## src/rtl/pcmfc_pkg.sv

```systemverilog
// Shared types, codes and constants for the PCM sample format converter.
`timescale 1ns / 1ps

package pcmfc_pkg;

    // Sample encodings, used for both source and destination
    typedef enum logic [1:0] {
        FMT_U8  = 2'd0,
        FMT_S16 = 2'd1,
        FMT_S24 = 2'd2,
        FMT_F32 = 2'd3
    } t_fmt;

    // Configuration register indexes
    localparam int unsigned CFG_IDX_W = 8;
    localparam int unsigned CFG_DATA_W = 32;
    localparam logic [CFG_IDX_W-1:0] CFG_SRC_FMT    = 8'd0;
    localparam logic [CFG_IDX_W-1:0] CFG_DST_FMT    = 8'd1;
    localparam logic [CFG_IDX_W-1:0] CFG_SRC_STEREO = 8'd2;
    localparam logic [CFG_IDX_W-1:0] CFG_DST_STEREO = 8'd3;

    // Register values after reset
    localparam t_fmt RST_SRC_FMT    = FMT_S16;
    localparam t_fmt RST_DST_FMT    = FMT_S16;
    localparam logic RST_SRC_STEREO = 1'b0;
    localparam logic RST_DST_STEREO = 1'b0;

    // Sample word width on the channels
    localparam int unsigned SAMPLE_W = 32;

    // Q.32 sample: two's complement, full scale +-2^32, needs 34 bits
    typedef logic [33:0] t_q;
    localparam logic [32:0] Q_ONE = 33'h1_0000_0000;

    // Rescale factors for the signed integer encodings
    localparam logic [22:0] S16_FULL = 23'd32767;
    localparam logic [22:0] S24_FULL = 23'd8388607;

    // Float32 field constants
    localparam logic [7:0] F32_EXP_SPECIAL = 8'hFF;
    localparam logic [7:0] F32_EXP_ONE     = 8'd127;
    localparam logic [7:0] F32_EXP_SHIFT0  = 8'd118;
    localparam logic [7:0] F32_EXP_BIAS_Q  = 8'd95;

    // Load enables of the render stages, one per register stage
    typedef struct packed {
        logic en3;
        logic en4;
        logic en5;
        logic en6;
    } t_pipe_ctl;

endpackage

```

## src/rtl/pcmfc_in_if.sv

```systemverilog
// Input frame channel: left and right raw sample words plus frame-last flag.
`timescale 1ns / 1ps

interface pcmfc_in_if;
    logic        valid;
    logic        ready;
    logic [31:0] left_raw;
    logic [31:0] right_raw;
    logic        frame_last;

    modport source (output valid, output left_raw, output right_raw, output frame_last,
                    input ready);
    modport sink   (input valid, input left_raw, input right_raw, input frame_last,
                    output ready);
endinterface

```

## src/rtl/pcmfc_out_if.sv

```systemverilog
// Output frame channel: converted left and right sample words plus last flag.
`timescale 1ns / 1ps

interface pcmfc_out_if;
    logic        valid;
    logic        ready;
    logic [31:0] left_out;
    logic [31:0] right_out;
    logic        out_last;

    modport source (output valid, output left_out, output right_out, output out_last,
                    input ready);
    modport sink   (input valid, input left_out, input right_out, input out_last,
                    output ready);
endinterface

```

## src/rtl/pcmfc_cfg_if.sv

```systemverilog
// Configuration write channel: register index and write data.
`timescale 1ns / 1ps

interface pcmfc_cfg_if;
    logic                               valid;
    logic                               ready;
    logic [pcmfc_pkg::CFG_IDX_W-1:0]    index;
    logic [pcmfc_pkg::CFG_DATA_W-1:0]   data;

    modport source (output valid, output index, output data, input ready);
    modport sink   (input valid, input index, input data, output ready);
endinterface

```

## src/rtl/pcmfc_render.sv

```systemverilog
// Four-stage renderer: one clamped Q.32 sample to the destination encoding.
`timescale 1ns / 1ps

module pcmfc_render (
    input  logic                  i_clk,
    input  pcmfc_pkg::t_pipe_ctl  i_ctl,
    input  pcmfc_pkg::t_fmt       i_fmt,
    input  pcmfc_pkg::t_q         i_value,
    output logic [31:0]           o_result
);

    // ---------------- stage 3: sign / magnitude, unsigned 8-bit result
    logic        r_s3_sign;
    logic [32:0] r_s3_mag;
    logic [7:0]  r_s3_u8;
    logic        n_s3_sign;
    logic [32:0] n_s3_mag;
    logic [7:0]  n_s3_u8;
    logic [33:0] s3_neg;
    logic [33:0] s3_offs;

    always_comb begin
        s3_neg    = ~i_value + 34'd1;
        // offset binary: v + 1.0 lies in [0, 2^33]
        s3_offs   = i_value + {1'b0, pcmfc_pkg::Q_ONE};
        n_s3_sign = i_value[33];
        n_s3_mag  = i_value[33] ? s3_neg[32:0] : i_value[32:0];
        // 256 only for exactly +1.0, saturate to 255
        n_s3_u8   = s3_offs[33] ? 8'hFF : s3_offs[32:25];
    end

    always_ff @(posedge i_clk) begin
        if (i_ctl.en3) begin
            r_s3_sign <= n_s3_sign;
            r_s3_mag  <= n_s3_mag;
            r_s3_u8   <= n_s3_u8;
        end
    end

    // ---------------- stage 4: constant multiply, leading-one position
    logic        r_s4_sign;
    logic [32:0] r_s4_mag;
    logic [7:0]  r_s4_u8;
    logic [55:0] r_s4_prod;
    logic [5:0]  r_s4_lead;
    logic [22:0] s4_full;
    logic [55:0] n_s4_prod;
    logic [5:0]  n_s4_lead;

    always_comb begin
        s4_full   = (i_fmt == pcmfc_pkg::FMT_S16) ? pcmfc_pkg::S16_FULL : pcmfc_pkg::S24_FULL;
        n_s4_prod = {23'd0, r_s3_mag} * {33'd0, s4_full};
        n_s4_lead = '0;
        for (int i = 0; i < 33; i++) begin
            if (r_s3_mag[i]) n_s4_lead = 6'(i);
        end
    end

    always_ff @(posedge i_clk) begin
        if (i_ctl.en4) begin
            r_s4_sign <= r_s3_sign;
            r_s4_mag  <= r_s3_mag;
            r_s4_u8   <= r_s3_u8;
            r_s4_prod <= n_s4_prod;
            r_s4_lead <= n_s4_lead;
        end
    end

    // ---------------- stage 5: integer scale with sign, float normalize shift
    logic        r_s5_sign;
    logic        r_s5_zero;
    logic [7:0]  r_s5_u8;
    logic [23:0] r_s5_int;
    logic [32:0] r_s5_norm;
    logic [5:0]  r_s5_lead;
    logic [23:0] s5_trunc;
    logic [23:0] n_s5_int;
    logic [5:0]  s5_shift;
    logic [32:0] n_s5_norm;

    always_comb begin
        // truncation toward zero: scale the magnitude, then apply the sign
        s5_trunc  = r_s4_prod[55:32];
        n_s5_int  = r_s4_sign ? (~s5_trunc + 24'd1) : s5_trunc;
        // put the leading one at bit 32
        s5_shift  = 6'd32 - r_s4_lead;
        n_s5_norm = r_s4_mag << s5_shift;
    end

    always_ff @(posedge i_clk) begin
        if (i_ctl.en5) begin
            r_s5_sign <= r_s4_sign;
            r_s5_zero <= (r_s4_mag == '0);
            r_s5_u8   <= r_s4_u8;
            r_s5_int  <= n_s5_int;
            r_s5_norm <= n_s5_norm;
            r_s5_lead <= r_s4_lead;
        end
    end

    // ---------------- stage 6: float rounding and output select
    logic [31:0] r_s6_word;
    logic [31:0] n_s6_word;
    logic [23:0] s6_mant;
    logic        s6_round_up;
    logic [24:0] s6_mant_rnd;
    logic [7:0]  s6_exp;
    logic [22:0] s6_frac;
    logic [31:0] s6_float;

    always_comb begin
        // round to nearest, ties to even, on the bits below the 24-bit mantissa
        s6_mant     = r_s5_norm[32:9];
        s6_round_up = r_s5_norm[8] & ((|r_s5_norm[7:0]) | r_s5_norm[9]);
        s6_mant_rnd = {1'b0, s6_mant} + {24'd0, s6_round_up};
        if (s6_mant_rnd[24]) begin
            s6_exp  = {2'b00, r_s5_lead} + pcmfc_pkg::F32_EXP_BIAS_Q + 8'd1;
            s6_frac = '0;
        end else begin
            s6_exp  = {2'b00, r_s5_lead} + pcmfc_pkg::F32_EXP_BIAS_Q;
            s6_frac = s6_mant_rnd[22:0];
        end
        s6_float = r_s5_zero ? 32'd0 : {r_s5_sign, s6_exp, s6_frac};

        unique case (i_fmt)
            pcmfc_pkg::FMT_U8:  n_s6_word = {24'd0, r_s5_u8};
            pcmfc_pkg::FMT_S16: n_s6_word = {16'd0, r_s5_int[15:0]};
            pcmfc_pkg::FMT_S24: n_s6_word = {8'd0, r_s5_int};
            pcmfc_pkg::FMT_F32: n_s6_word = s6_float;
            default:            n_s6_word = '0;
        endcase
    end

    always_ff @(posedge i_clk) begin
        if (i_ctl.en6) begin
            r_s6_word <= n_s6_word;
        end
    end

    assign o_result = r_s6_word;

endmodule

```

## src/rtl/pcm_sample_format_converter.sv

```systemverilog
// PCM sample format converter: output valid rises once an accepted frame reaches stage 6.
// Throughput one frame per cycle while the output is ready; the six register stages hand data forward
// whenever the next stage is empty or moving, so a stall only holds the pipe.
// Synchronous active-low reset clears the stage valid bits and loads the
// configuration defaults (16-bit signed in and out, mono in and out).
`timescale 1ns / 1ps

module pcm_sample_format_converter (
    input  logic            i_clk,
    input  logic            i_rst_n,
    pcmfc_in_if.sink        i_in,
    pcmfc_out_if.source     o_out,
    pcmfc_cfg_if.sink       i_cfg
);

    // ---------------- configuration registers
    pcmfc_pkg::t_fmt r_src_fmt;
    pcmfc_pkg::t_fmt r_dst_fmt;
    logic            r_src_stereo;
    logic            r_dst_stereo;

    assign i_cfg.ready = 1'b1;

    always_ff @(posedge i_clk) begin
        if (!i_rst_n) begin
            r_src_fmt    <= pcmfc_pkg::RST_SRC_FMT;
            r_dst_fmt    <= pcmfc_pkg::RST_DST_FMT;
            r_src_stereo <= pcmfc_pkg::RST_SRC_STEREO;
            r_dst_stereo <= pcmfc_pkg::RST_DST_STEREO;
        end else if (i_cfg.valid) begin
            unique case (i_cfg.index)
                pcmfc_pkg::CFG_SRC_FMT:    r_src_fmt    <= pcmfc_pkg::t_fmt'(i_cfg.data[1:0]);
                pcmfc_pkg::CFG_DST_FMT:    r_dst_fmt    <= pcmfc_pkg::t_fmt'(i_cfg.data[1:0]);
                pcmfc_pkg::CFG_SRC_STEREO: r_src_stereo <= i_cfg.data[0];
                pcmfc_pkg::CFG_DST_STEREO: r_dst_stereo <= i_cfg.data[0];
                default: ;
            endcase
        end
    end

    // ---------------- stage enables: a stage loads when it is empty or drains
    logic r_v1, r_v2, r_v3, r_v4, r_v5, r_v6;
    logic en1, en2;
    pcmfc_pkg::t_pipe_ctl ctl;

    always_comb begin
        ctl.en6 = !r_v6 || o_out.ready;
        ctl.en5 = !r_v5 || ctl.en6;
        ctl.en4 = !r_v4 || ctl.en5;
        ctl.en3 = !r_v3 || ctl.en4;
        en2     = !r_v2 || ctl.en3;
        en1     = !r_v1 || en2;
    end

    assign i_in.ready = en1;

    always_ff @(posedge i_clk) begin
        if (!i_rst_n) begin
            r_v1 <= 1'b0;
            r_v2 <= 1'b0;
            r_v3 <= 1'b0;
            r_v4 <= 1'b0;
            r_v5 <= 1'b0;
            r_v6 <= 1'b0;
        end else begin
            if (en1)     r_v1 <= i_in.valid;
            if (en2)     r_v2 <= r_v1;
            if (ctl.en3) r_v3 <= r_v2;
            if (ctl.en4) r_v4 <= r_v3;
            if (ctl.en5) r_v5 <= r_v4;
            if (ctl.en6) r_v6 <= r_v5;
        end
    end

    // ---------------- source decode to Q.32
    function automatic pcmfc_pkg::t_q normalize(input logic [31:0] raw,
                                                input pcmfc_pkg::t_fmt fmt);
        logic [7:0]  ex;
        logic [22:0] frac;
        logic [32:0] mant;
        logic [7:0]  lsh;
        logic [7:0]  rsh;
        logic [32:0] mag;
        logic        nan;
        pcmfc_pkg::t_q q;
        ex   = raw[30:23];
        frac = raw[22:0];
        mant = {9'd0, 1'b1, frac};
        lsh  = ex - pcmfc_pkg::F32_EXP_SHIFT0;
        rsh  = pcmfc_pkg::F32_EXP_SHIFT0 - ex;
        nan  = 1'b0;
        // float entry: clamp to +-1.0, truncate magnitude toward zero
        if (ex == pcmfc_pkg::F32_EXP_SPECIAL) begin
            nan = (frac != '0);
            mag = pcmfc_pkg::Q_ONE;
        end else if (ex == 8'd0) begin
            mag = '0;
        end else if (ex >= pcmfc_pkg::F32_EXP_ONE) begin
            mag = pcmfc_pkg::Q_ONE;
        end else if (ex >= pcmfc_pkg::F32_EXP_SHIFT0) begin
            mag = mant << lsh[3:0];
        end else if (rsh >= 8'd32) begin
            mag = '0;
        end else begin
            mag = mant >> rsh[4:0];
        end

        unique case (fmt)
            // offset binary: b - 128 is the byte with its top bit flipped
            pcmfc_pkg::FMT_U8:  q = {~raw[7], ~raw[7], raw[6:0], 25'd0};
            pcmfc_pkg::FMT_S16: q = {raw[15], raw[15:0], 17'd0};
            pcmfc_pkg::FMT_S24: q = {raw[23], raw[23:0], 9'd0};
            pcmfc_pkg::FMT_F32: begin
                if (nan)          q = {1'b0, pcmfc_pkg::Q_ONE};
                else if (raw[31]) q = ~{1'b0, mag} + 34'd1;
                else              q = {1'b0, mag};
            end
            default:            q = '0;
        endcase
        return q;
    endfunction

    // ---------------- stage 1: normalize both channels
    pcmfc_pkg::t_q r_s1_l;
    pcmfc_pkg::t_q r_s1_r;
    logic          r_s1_last;
    pcmfc_pkg::t_q n_s1_l;
    pcmfc_pkg::t_q n_s1_r;

    always_comb begin
        n_s1_l = normalize(i_in.left_raw, r_src_fmt);
        // mono source feeds both channels
        n_s1_r = r_src_stereo ? normalize(i_in.right_raw, r_src_fmt) : n_s1_l;
    end

    always_ff @(posedge i_clk) begin
        if (en1) begin
            r_s1_l    <= n_s1_l;
            r_s1_r    <= n_s1_r;
            r_s1_last <= i_in.frame_last;
        end
    end

    // ---------------- stage 2: channel mix (stereo to mono average)
    pcmfc_pkg::t_q r_s2_a;
    pcmfc_pkg::t_q r_s2_b;
    logic          r_s2_last;
    logic [34:0]   s2_sum;
    logic [34:0]   s2_sum_adj;
    pcmfc_pkg::t_q n_s2_a;

    always_comb begin
        s2_sum     = {r_s1_l[33], r_s1_l} + {r_s1_r[33], r_s1_r};
        // add one before the shift when negative so the halving truncates toward zero
        s2_sum_adj = s2_sum + {34'd0, s2_sum[34]};
        if (!r_dst_stereo && r_src_stereo) n_s2_a = s2_sum_adj[34:1];
        else                               n_s2_a = r_s1_l;
    end

    always_ff @(posedge i_clk) begin
        if (en2) begin
            r_s2_a    <= n_s2_a;
            r_s2_b    <= r_s1_r;
            r_s2_last <= r_s1_last;
        end
    end

    // ---------------- stages 3 to 6: render each channel
    logic [31:0] left_word;
    logic [31:0] right_word;

    pcmfc_render u_render_left (
        .i_clk    (i_clk),
        .i_ctl    (ctl),
        .i_fmt    (r_dst_fmt),
        .i_value  (r_s2_a),
        .o_result (left_word)
    );

    pcmfc_render u_render_right (
        .i_clk    (i_clk),
        .i_ctl    (ctl),
        .i_fmt    (r_dst_fmt),
        .i_value  (r_s2_b),
        .o_result (right_word)
    );

    // last flag travels alongside the render stages
    logic r_s3_last, r_s4_last, r_s5_last, r_s6_last;

    always_ff @(posedge i_clk) begin
        if (ctl.en3) r_s3_last <= r_s2_last;
        if (ctl.en4) r_s4_last <= r_s3_last;
        if (ctl.en5) r_s5_last <= r_s4_last;
        if (ctl.en6) r_s6_last <= r_s5_last;
    end

    // ---------------- output word
    assign o_out.valid     = r_v6;
    assign o_out.left_out  = left_word;
    assign o_out.right_out = r_dst_stereo ? right_word : 32'd0;
    assign o_out.out_last  = r_s6_last;

    // ---------------- assertions
    // an accepted word always lands in stage 1
    a_accept_lands: assert property (@(posedge i_clk) disable iff (!i_rst_n)
        (i_in.valid && i_in.ready) |=> r_v1)
        else $error("accepted input word did not enter stage 1");

    // an empty first stage never pushes back on the input
    a_ready_when_empty: assert property (@(posedge i_clk) disable iff (!i_rst_n)
        !r_v1 |-> i_in.ready)
        else $error("input stalled with stage 1 empty");

    // a full pipe under output stall holds its front stage
    a_stall_holds: assert property (@(posedge i_clk) disable iff (!i_rst_n)
        (r_v1 && r_v2 && r_v3 && r_v4 && r_v5 && r_v6 && !o_out.ready) |-> !i_in.ready)
        else $error("input accepted while the full pipeline is stalled");

    // unsigned 8-bit output words use only the low byte
    a_u8_width: assert property (@(posedge i_clk) disable iff (!i_rst_n)
        (o_out.valid && r_dst_fmt == pcmfc_pkg::FMT_U8) |->
            (o_out.left_out[31:8] == 24'd0 && o_out.right_out[31:8] == 24'd0))
        else $error("8-bit output word has high bits set");

endmodule
```

## src/flat_wrapper.sv

```systemverilog
// flat-port wrapper written by rule: the top's interface ports become plain ports
module pcm_sample_format_converter_flat 
  (i_clk, i_rst_n, i_in_valid, i_in_left_raw, i_in_right_raw, i_in_frame_last, i_in_ready, o_out_valid, o_out_left_out, o_out_right_out, o_out_out_last, o_out_ready, i_cfg_valid, i_cfg_index, i_cfg_data, i_cfg_ready);
  pcmfc_in_if i_in_i ();
  pcmfc_out_if o_out_i ();
  pcmfc_cfg_if i_cfg_i ();
  input  logic i_clk;
  input  logic i_rst_n;
  input wire logic [$bits(i_in_i.valid)-1:0] i_in_valid;
  input wire logic [$bits(i_in_i.left_raw)-1:0] i_in_left_raw;
  input wire logic [$bits(i_in_i.right_raw)-1:0] i_in_right_raw;
  input wire logic [$bits(i_in_i.frame_last)-1:0] i_in_frame_last;
  output wire logic [$bits(i_in_i.ready)-1:0] i_in_ready;
  output wire logic [$bits(o_out_i.valid)-1:0] o_out_valid;
  output wire logic [$bits(o_out_i.left_out)-1:0] o_out_left_out;
  output wire logic [$bits(o_out_i.right_out)-1:0] o_out_right_out;
  output wire logic [$bits(o_out_i.out_last)-1:0] o_out_out_last;
  input wire logic [$bits(o_out_i.ready)-1:0] o_out_ready;
  input wire logic [$bits(i_cfg_i.valid)-1:0] i_cfg_valid;
  input wire logic [$bits(i_cfg_i.index)-1:0] i_cfg_index;
  input wire logic [$bits(i_cfg_i.data)-1:0] i_cfg_data;
  output wire logic [$bits(i_cfg_i.ready)-1:0] i_cfg_ready;
  assign i_in_i.valid = i_in_valid;
  assign i_in_i.left_raw = i_in_left_raw;
  assign i_in_i.right_raw = i_in_right_raw;
  assign i_in_i.frame_last = i_in_frame_last;
  assign i_in_ready = i_in_i.ready;
  assign o_out_valid = o_out_i.valid;
  assign o_out_left_out = o_out_i.left_out;
  assign o_out_right_out = o_out_i.right_out;
  assign o_out_out_last = o_out_i.out_last;
  assign o_out_i.ready = o_out_ready;
  assign i_cfg_i.valid = i_cfg_valid;
  assign i_cfg_i.index = i_cfg_index;
  assign i_cfg_i.data = i_cfg_data;
  assign i_cfg_ready = i_cfg_i.ready;
  pcm_sample_format_converter u_core (.i_clk(i_clk), .i_rst_n(i_rst_n), .i_in(i_in_i), .o_out(o_out_i), .i_cfg(i_cfg_i));
endmodule
```

## config.mk

```make
export PLATFORM = sky130hd
export DESIGN_NAME = pcm_sample_format_converter_flat
export DESIGN_NICKNAME = d
export VERILOG_FILES = /design/src/rtl/pcmfc_pkg.sv /design/src/rtl/pcmfc_in_if.sv /design/src/rtl/pcmfc_out_if.sv /design/src/rtl/pcmfc_cfg_if.sv /design/src/rtl/pcmfc_render.sv /design/src/rtl/pcm_sample_format_converter.sv /design/src/flat_wrapper.sv
export SDC_FILE = /design/constraint.sdc
export NUM_CORES = 2
export LEC_CHECK = 0
export ABC_AREA = 1
export BUFFER_PORTS_ARGS = -buffer_cell sky130_fd_sc_hd__buf_2
export CORE_MARGIN = 2
export CORE_UTILIZATION = 35
export DETAILED_ROUTE_END_ITERATION = 12
export GPL_TIMING_DRIVEN = 1
export PLACE_DENSITY_LB_ADDON = 0.15
export SETUP_SLACK_MARGIN = 0.3
export SYNTH_ARGS = -nofsm -noshare
export SYNTH_HDL_FRONTEND = slang
export SYNTH_HIERARCHICAL = 1
export SYNTH_SLANG_ARGS = --single-unit
```

## constraint.sdc

```tcl
create_clock -name i_clk -period 36.5 [get_ports i_clk]
set_clock_uncertainty 0.2 [all_clocks]
set_input_delay 0 -clock i_clk [delete_from_list [all_inputs] [get_ports i_clk]]
set_output_delay 0 -clock i_clk [all_outputs]
set_load 0.02 [all_outputs]
```

### Word-level counts from Yosys, hierarchy flattened

Cells that the tools add are included.
Widths: inputs -> output; s select.

* output and inout port bits: 68
* register bits after elaboration: 656
* logic and storage cells: 234
* input bits: 110

* reductions and logical operators: 29
* equality and inequality tests: 11
* shift operators: 6
* add/subtract/negate cells: 22
* mux-type cells: 96
* bitwise gates (word level): 12
* magnitude comparators: 6
* $mul: 2

Operator list (count)
* $mux 33: 12
* $mux 6: 60
* $pmux 34 s4: 2
* $pmux 32 s4: 2
* $mux 34: 6
* $mul 33x23->56: 2
* $mux 32: 3
* $mux 23: 3
* $add 34x1->34 const B: 2
* $add 34x33->34 const B: 2
* $not 33->34: 2
* $add 33x1->33 const B: 2
* $logic_not 33->1: 2
* $not 33->33: 2
* $shl 24x4->33: 2
* $shl 33x6->33: 2
* $shr 24x5->33: 2
* $add 24x1->25: 2
* $add 24x1->24 const B: 2
* $mux 24: 2
* $not 24->24: 2
* $reduce_bool 23->1: 2
* $add 34x34->35: 1
* $add 35x1->35: 1
* other kinds (24): 64

### Logic depth before layout (Yosys ltp)

* word-level depth: 31
* depth in mapped cells: 37
* mapped depth without buffers: 36

### By module

The synthesis kept the hierarchy.

Modules (own cells, without submodules)
* pcmfc_render (u_core.u_render_right): times used 1, area an instance 28008.1 um^2, seq. area each 6576.3 um^2, cells an instance 2860
* pcmfc_render (u_core.u_render_left): times used 1, area an instance 27741.6 um^2, seq. area each 6576.3 um^2, cells an instance 2844
* pcm_sample_format_converter: times used 1, area an instance 18280.0 um^2, seq. area each 4504.3 um^2, cells an instance 3057

### Worst setup path after synthesis

Ideal clock, no wire load.

* path kind: register -> register
* start: register u_core.r_v6, in the netlist u_core/o_out.valid
* end: register u_core.r_s1_l[0] (enable)
* setup slack: 24.335 ns
* data arrival time: 11.529 ns
* clock period less this slack: 12.165 ns
* setup time: 0.436 ns
* required time: 35.864 ns
* stages on the path, launching flop included: 12
* buffers on the path: 0
* cells stage by stage: dfxtp_1 inv_1 nor2_1 inv_1 nor2_1 inv_1 nor2_1 inv_1 nor2_1 inv_1 nor2_1 nand2_1

RTL lines
* start: declaration: line pcm_sample_format_converter.sv:42 `logic r_v1, r_v2, r_v3, r_v4, r_v5, r_v6;`
* start signal: assignment: line pcm_sample_format_converter.sv:71 `if (ctl.en6) r_v6 <= r_v5;`
* end signal: assignment: line pcm_sample_format_converter.sv:138 `r_s1_l <= n_s1_l;`
* end: declaration: line pcm_sample_format_converter.sv:124 `pcmfc_pkg::t_q r_s1_l;`

### Final worst setup path

* start: register u_core.r_dst_fmt[0]
* end: register u_core.u_render_left.r_s4_prod[53] (data pin)

* cells in the longest elaborated chain, start to end: 3

Ends and longest elaborated chain
* start: declaration: line pcm_sample_format_converter.sv:18 `pcmfc_pkg::t_fmt r_dst_fmt;`
* start signal: assignment: line pcm_sample_format_converter.sv:27 `r_dst_fmt <= pcmfc_pkg::RST_DST_FMT;`
* start signal: assignment: line pcm_sample_format_converter.sv:33 `pcmfc_pkg::CFG_DST_FMT: r_dst_fmt <= pcmfc_pkg::t_fmt'(i_cfg.data[1:0]);`
* $eq 2x1->1: line pcmfc_render.sv:51 `s4_full = (i_fmt == pcmfc_pkg::FMT_S16) ? pcmfc_pkg::S16_FULL : pcmfc_pkg::S24_FULL;`
* $mux 23: line pcmfc_render.sv:51
* $mul 33x23->56: line pcmfc_render.sv:52 `n_s4_prod = {23'd0, r_s3_mag} * {33'd0, s4_full};`
* via u_core.u_render_left.n_s4_prod[53]: line pcmfc_render.sv:47 `logic [55:0] n_s4_prod;`
* end signal: assignment: line pcmfc_render.sv:64 `r_s4_prod <= n_s4_prod;`
* end: declaration: line pcmfc_render.sv:44 `logic [55:0] r_s4_prod;`

The timed path passes the listed nets, and every way through them passes these cells.
A chain may end at the register's enable or synchronous reset.

==> flow_summary.yaml <==
timing:
  max_slew.worst_pin.slew_ps: 1162
  timing_hold_violations_final: 0
  timing.final.max_slew_violations: 0
  setup_viol_count_final: 0
  timing.final.crit_period_ps: 9186
  timing.fmax_mhz: 108.9
  finalSetupTns_ps: 0
  grt_setup_unrepaired: "false"
  maxSlewHeadroom_pct: 22.23
  share_of_the_cycle_needed_by_the_critical_path_after_routing_pct: 25.17
synth:
  postSynthNetCount: 10299
  synth_largest_type_area_fraction_pct: 26.91
  synth_async_sr_flop_share_pct: 0
  synthTopCellsByCount: "sky130_fd_sc_hd__nand2_1, sky130_fd_sc_hd__inv_1, sky130_fd_sc_hd__fa_1"
  mappedNetlistArea_um2: 74030
  synth_cell_types: 87
  synth_most_common_cell: "sky130_fd_sc_hd__nand2_1"
  synth_seq_area_share_pct: 23.85
  yosys.area.top_type: "sky130_fd_sc_hd__fa_1"
  postSynthCellCount: 8761
  ys_ff_latch: 592
  synth_flop_cell: "sky130_fd_sc_hd__edfxtp_1"
  yosys_warnings: 6
  synth_enable_flop_cells: 580
  synth_area_leaders: "sky130_fd_sc_hd__fa_1, sky130_fd_sc_hd__edfxtp_1, sky130_fd_sc_hd__nand2_1, sky130_fd_sc_hd__inv_1, sky130_fd_sc_hd__ha_1"
  avgSynthCellArea_um2: 8.450
floorplanning:
  floorplan.initialDensity_pct: 35.25
  die_span_in_x_um: 463.9
  io-pin-count: 178
  die_area_um2: 215200
  placement_rows: 168
  die-height_um: 463.9
  core_area_um2: 210000
worst_setup_path:
  slowest_delay_ps: 620
  worst_ep_required_time_ps: 36710
  ff2ff_setup_slack_ps: 27310
  cp.arrival_ps: 9400
  crit_family: "adder cells"
  worst_path_most_repeated_cell: "sky130_fd_sc_hd__inv_1"
  critical_path_buf_inv_count: 9
  endpoint_kind: "register"
  cp_slowest_cell: "sky130_fd_sc_hd__o211ai_1"
  critPathLaunchType: "register"
  crit_type: "register to register"
  timing.critical_path.fanout_max: 40
route:
  routedLengthMet1_um: 114700
  met3RoutedLength_um: 13480
  drt-initial-drc-count: 4741
  finalWirelength_um: 240100
  detail_route.wl_per_cell_um: 20.39
  drtPass1Iterations: 6
  drtAntennaViolNets: 0
  met2RoutedLength_um: 107400
  top_signal_layer_used: "met5"
  drc_violations_left: 0
  route.detailed.vias_per_inst: 5.019
  num_vias: 59099
global_route:
  grt_max_degree: 83
  first_global_vias: 60174
  global_route_wire_length_before_repair_um: 369600
  grt_antenna_before_repair: 3
  globalRouteOverflowTotal: 0
  groute.usage.overall_pct: 22.27
clocking:
  insertion_delay_to_the_later_sink_of_the_worst_skew_pair_ps: 690
  number_of_buffers_inserted_during_clock_tree_synthesis: 59
  cts.reportedPaths.clkPinSlew_ps: 70
  cts.path.max_buffers: 3
  cts-htree-levels: 2
  cts_sinks: 592
  cts_tree: "done"
  cts_root_buf: "sky130_fd_sc_hd__clkbuf_16"
layout:
  seqCellArea_um2: 17660
  post_synthesis_to_final_layout_area_growth_pct: 9.034
  multi_input_area_um2: 48900
  drive_above_1_share_pct: 6.332
  fill_cells: 21812
  num-nets-final: 10460
placement:
  hpwl_um: 202900
  gp_congestion: 0.9547
  place.port_buffers: 146
job:
  max-cap-violations: 0
hold_path:
  worstHoldPathType: "input port to register"
status:
  status: "complete, no violations"
==> per-stage QoR <==
step	area, µm²	cells	util (%)	setup slack [ps]	hold slack, ps
global placement	77870	11584	37.08	27450	56.73
floorplan	74030	8761	-	24330	-101.4
CTS	80710	11775	38.44	27390	4.284
global route	80710	11775	38.44	26800	69.94
detailed placement	77870	11584	37.08	27460	72.41
finish	80720	11776	38.44	27310	50.67
==> kinds of logic after synthesis <==
kind of cell    count (synthesis)  share of synthesized area (%)
simple gates                 3529                          20.74
buf+inv                      1942                          10.15
fa+ha+maj                    1428                          34.23
compound gates               1000                          7.792
flops                         592                          23.85
xor+xnor                      258                          3.093
mux                            11                         0.1487
other cells                     1                       0.005066
==> what timing repair did <==
item | CTS | global route
hold endpoints to repair | 67 | 0
buffers inserted | 0 | 0
hold buffers | 82 | 0
gates resized for setup | 0 | 0
endpoints found under the setup margin | 0 | 0
==> tightest hold or removal path, stage by stage <==
cell	delay, ps
sky130_fd_sc_hd__buf_2	120
sky130_fd_sc_hd__inv_1	110
sky130_fd_sc_hd__o22ai_1	250
sky130_fd_sc_hd__o21ai_1	100
sky130_fd_sc_hd__nand2_1	160
==> placed cells by master (no fill, tap or decap), types with 12 or more instances in the layout <==
cell / Yosys / final
sky130_fd_sc_hd__nand2_1: 1762 / 1761
sky130_fd_sc_hd__inv_1: 1702 / 1697
sky130_fd_sc_hd__fa_1: 995 / 995
sky130_fd_sc_hd__nor2_1: 776 / 773
sky130_fd_sc_hd__edfxtp_1: 580 / 580
sky130_fd_sc_hd__nand3_1: 568 / 568
sky130_fd_sc_hd__ha_1: 433 / 433
sky130_fd_sc_hd__o21ai_0: 354 / 354
sky130_fd_sc_hd__a21oi_1: 311 / 311
sky130_fd_sc_hd__xor2_1: 183 / 183
sky130_fd_sc_hd__buf_2: 40 / 146
sky130_fd_sc_hd__dlygate4sd3_1: 0 / 82
sky130_fd_sc_hd__nor3_1: 82 / 82
sky130_fd_sc_hd__xnor2_1: 71 / 69
sky130_fd_sc_hd__nand4_1: 66 / 66
sky130_fd_sc_hd__buf_4: 9 / 61
sky130_fd_sc_hd__clkbuf_16: 0 / 59
sky130_fd_sc_hd__nor4_1: 51 / 51
sky130_fd_sc_hd__o21ai_1: 46 / 46
sky130_fd_sc_hd__or2_2: 44 / 44
sky130_fd_sc_hd__o22ai_1: 44 / 44
sky130_fd_sc_hd__a31oi_1: 43 / 43
sky130_fd_sc_hd__o211ai_1: 41 / 41
sky130_fd_sc_hd__inv_2: 35 / 37
sky130_fd_sc_hd__nand2_2: 36 / 36
sky130_fd_sc_hd__nor2_2: 34 / 35
sky130_fd_sc_hd__o21bai_1: 20 / 20
sky130_fd_sc_hd__o31ai_1: 20 / 20
sky130_fd_sc_hd__o21a_1: 18 / 18
sky130_fd_sc_hd__clkinv_1: 9 / 17
sky130_fd_sc_hd__nor2_4: 14 / 16
sky130_fd_sc_hd__nand3b_1: 16 / 16
sky130_fd_sc_hd__nand3_2: 14 / 14
sky130_fd_sc_hd__a22oi_1: 14 / 14
sky130_fd_sc_hd__a21o_1: 13 / 13
sky130_fd_sc_hd__clkinv_2: 2 / 12
==> worst paths after layout <==
kind	from	endpoint	cells after the start
worst max register to register	u_core/r_dst_fmt[0]	u_core/u_render_left/r_s4_prod[53]	31
worst min-delay path	i_in_right_raw[12]	u_core/r_s1_r[21]	5
worst min register to register	u_core/u_render_left/r_s4_u8[2]	u_core/u_render_left/r_s5_u8[2]	0
worst max-delay path	u_core/r_dst_fmt[0]	u_core/u_render_left/r_s4_prod[53]	31
==> flip-flops by register name (all words and copies together) (netlist names), 34 cells and up <==
register       flops
u_core/r_s1_l     34
u_core/r_s1_r     34
u_core/r_s2_a     34
u_core/r_s2_b     34
==> layer usage <==
metal  global-route usage (%)  vias up
met5                        0        -
met4                    3.889        2
met3                    2.932      204
met2                    35.07     1590
met1                    32.91    29165
li1                         -    28138
==> cell type report <==
type / count / share of cell area, %
diodes: 1 / 0.003100
clock buffers: 67 / 1.891
clock inverters: 42 / 0.6216
inverters: 1753 / 8.188
multi-input cells: 6227 / 60.58
flip-flops and latches: 592 / 21.88
well taps: 2805 / 4.348
repair buffers: 289 / 2.489
Power is not shown: default switching activity piles up to over one toggle a cycle in this logic, so the estimate is an artifact.
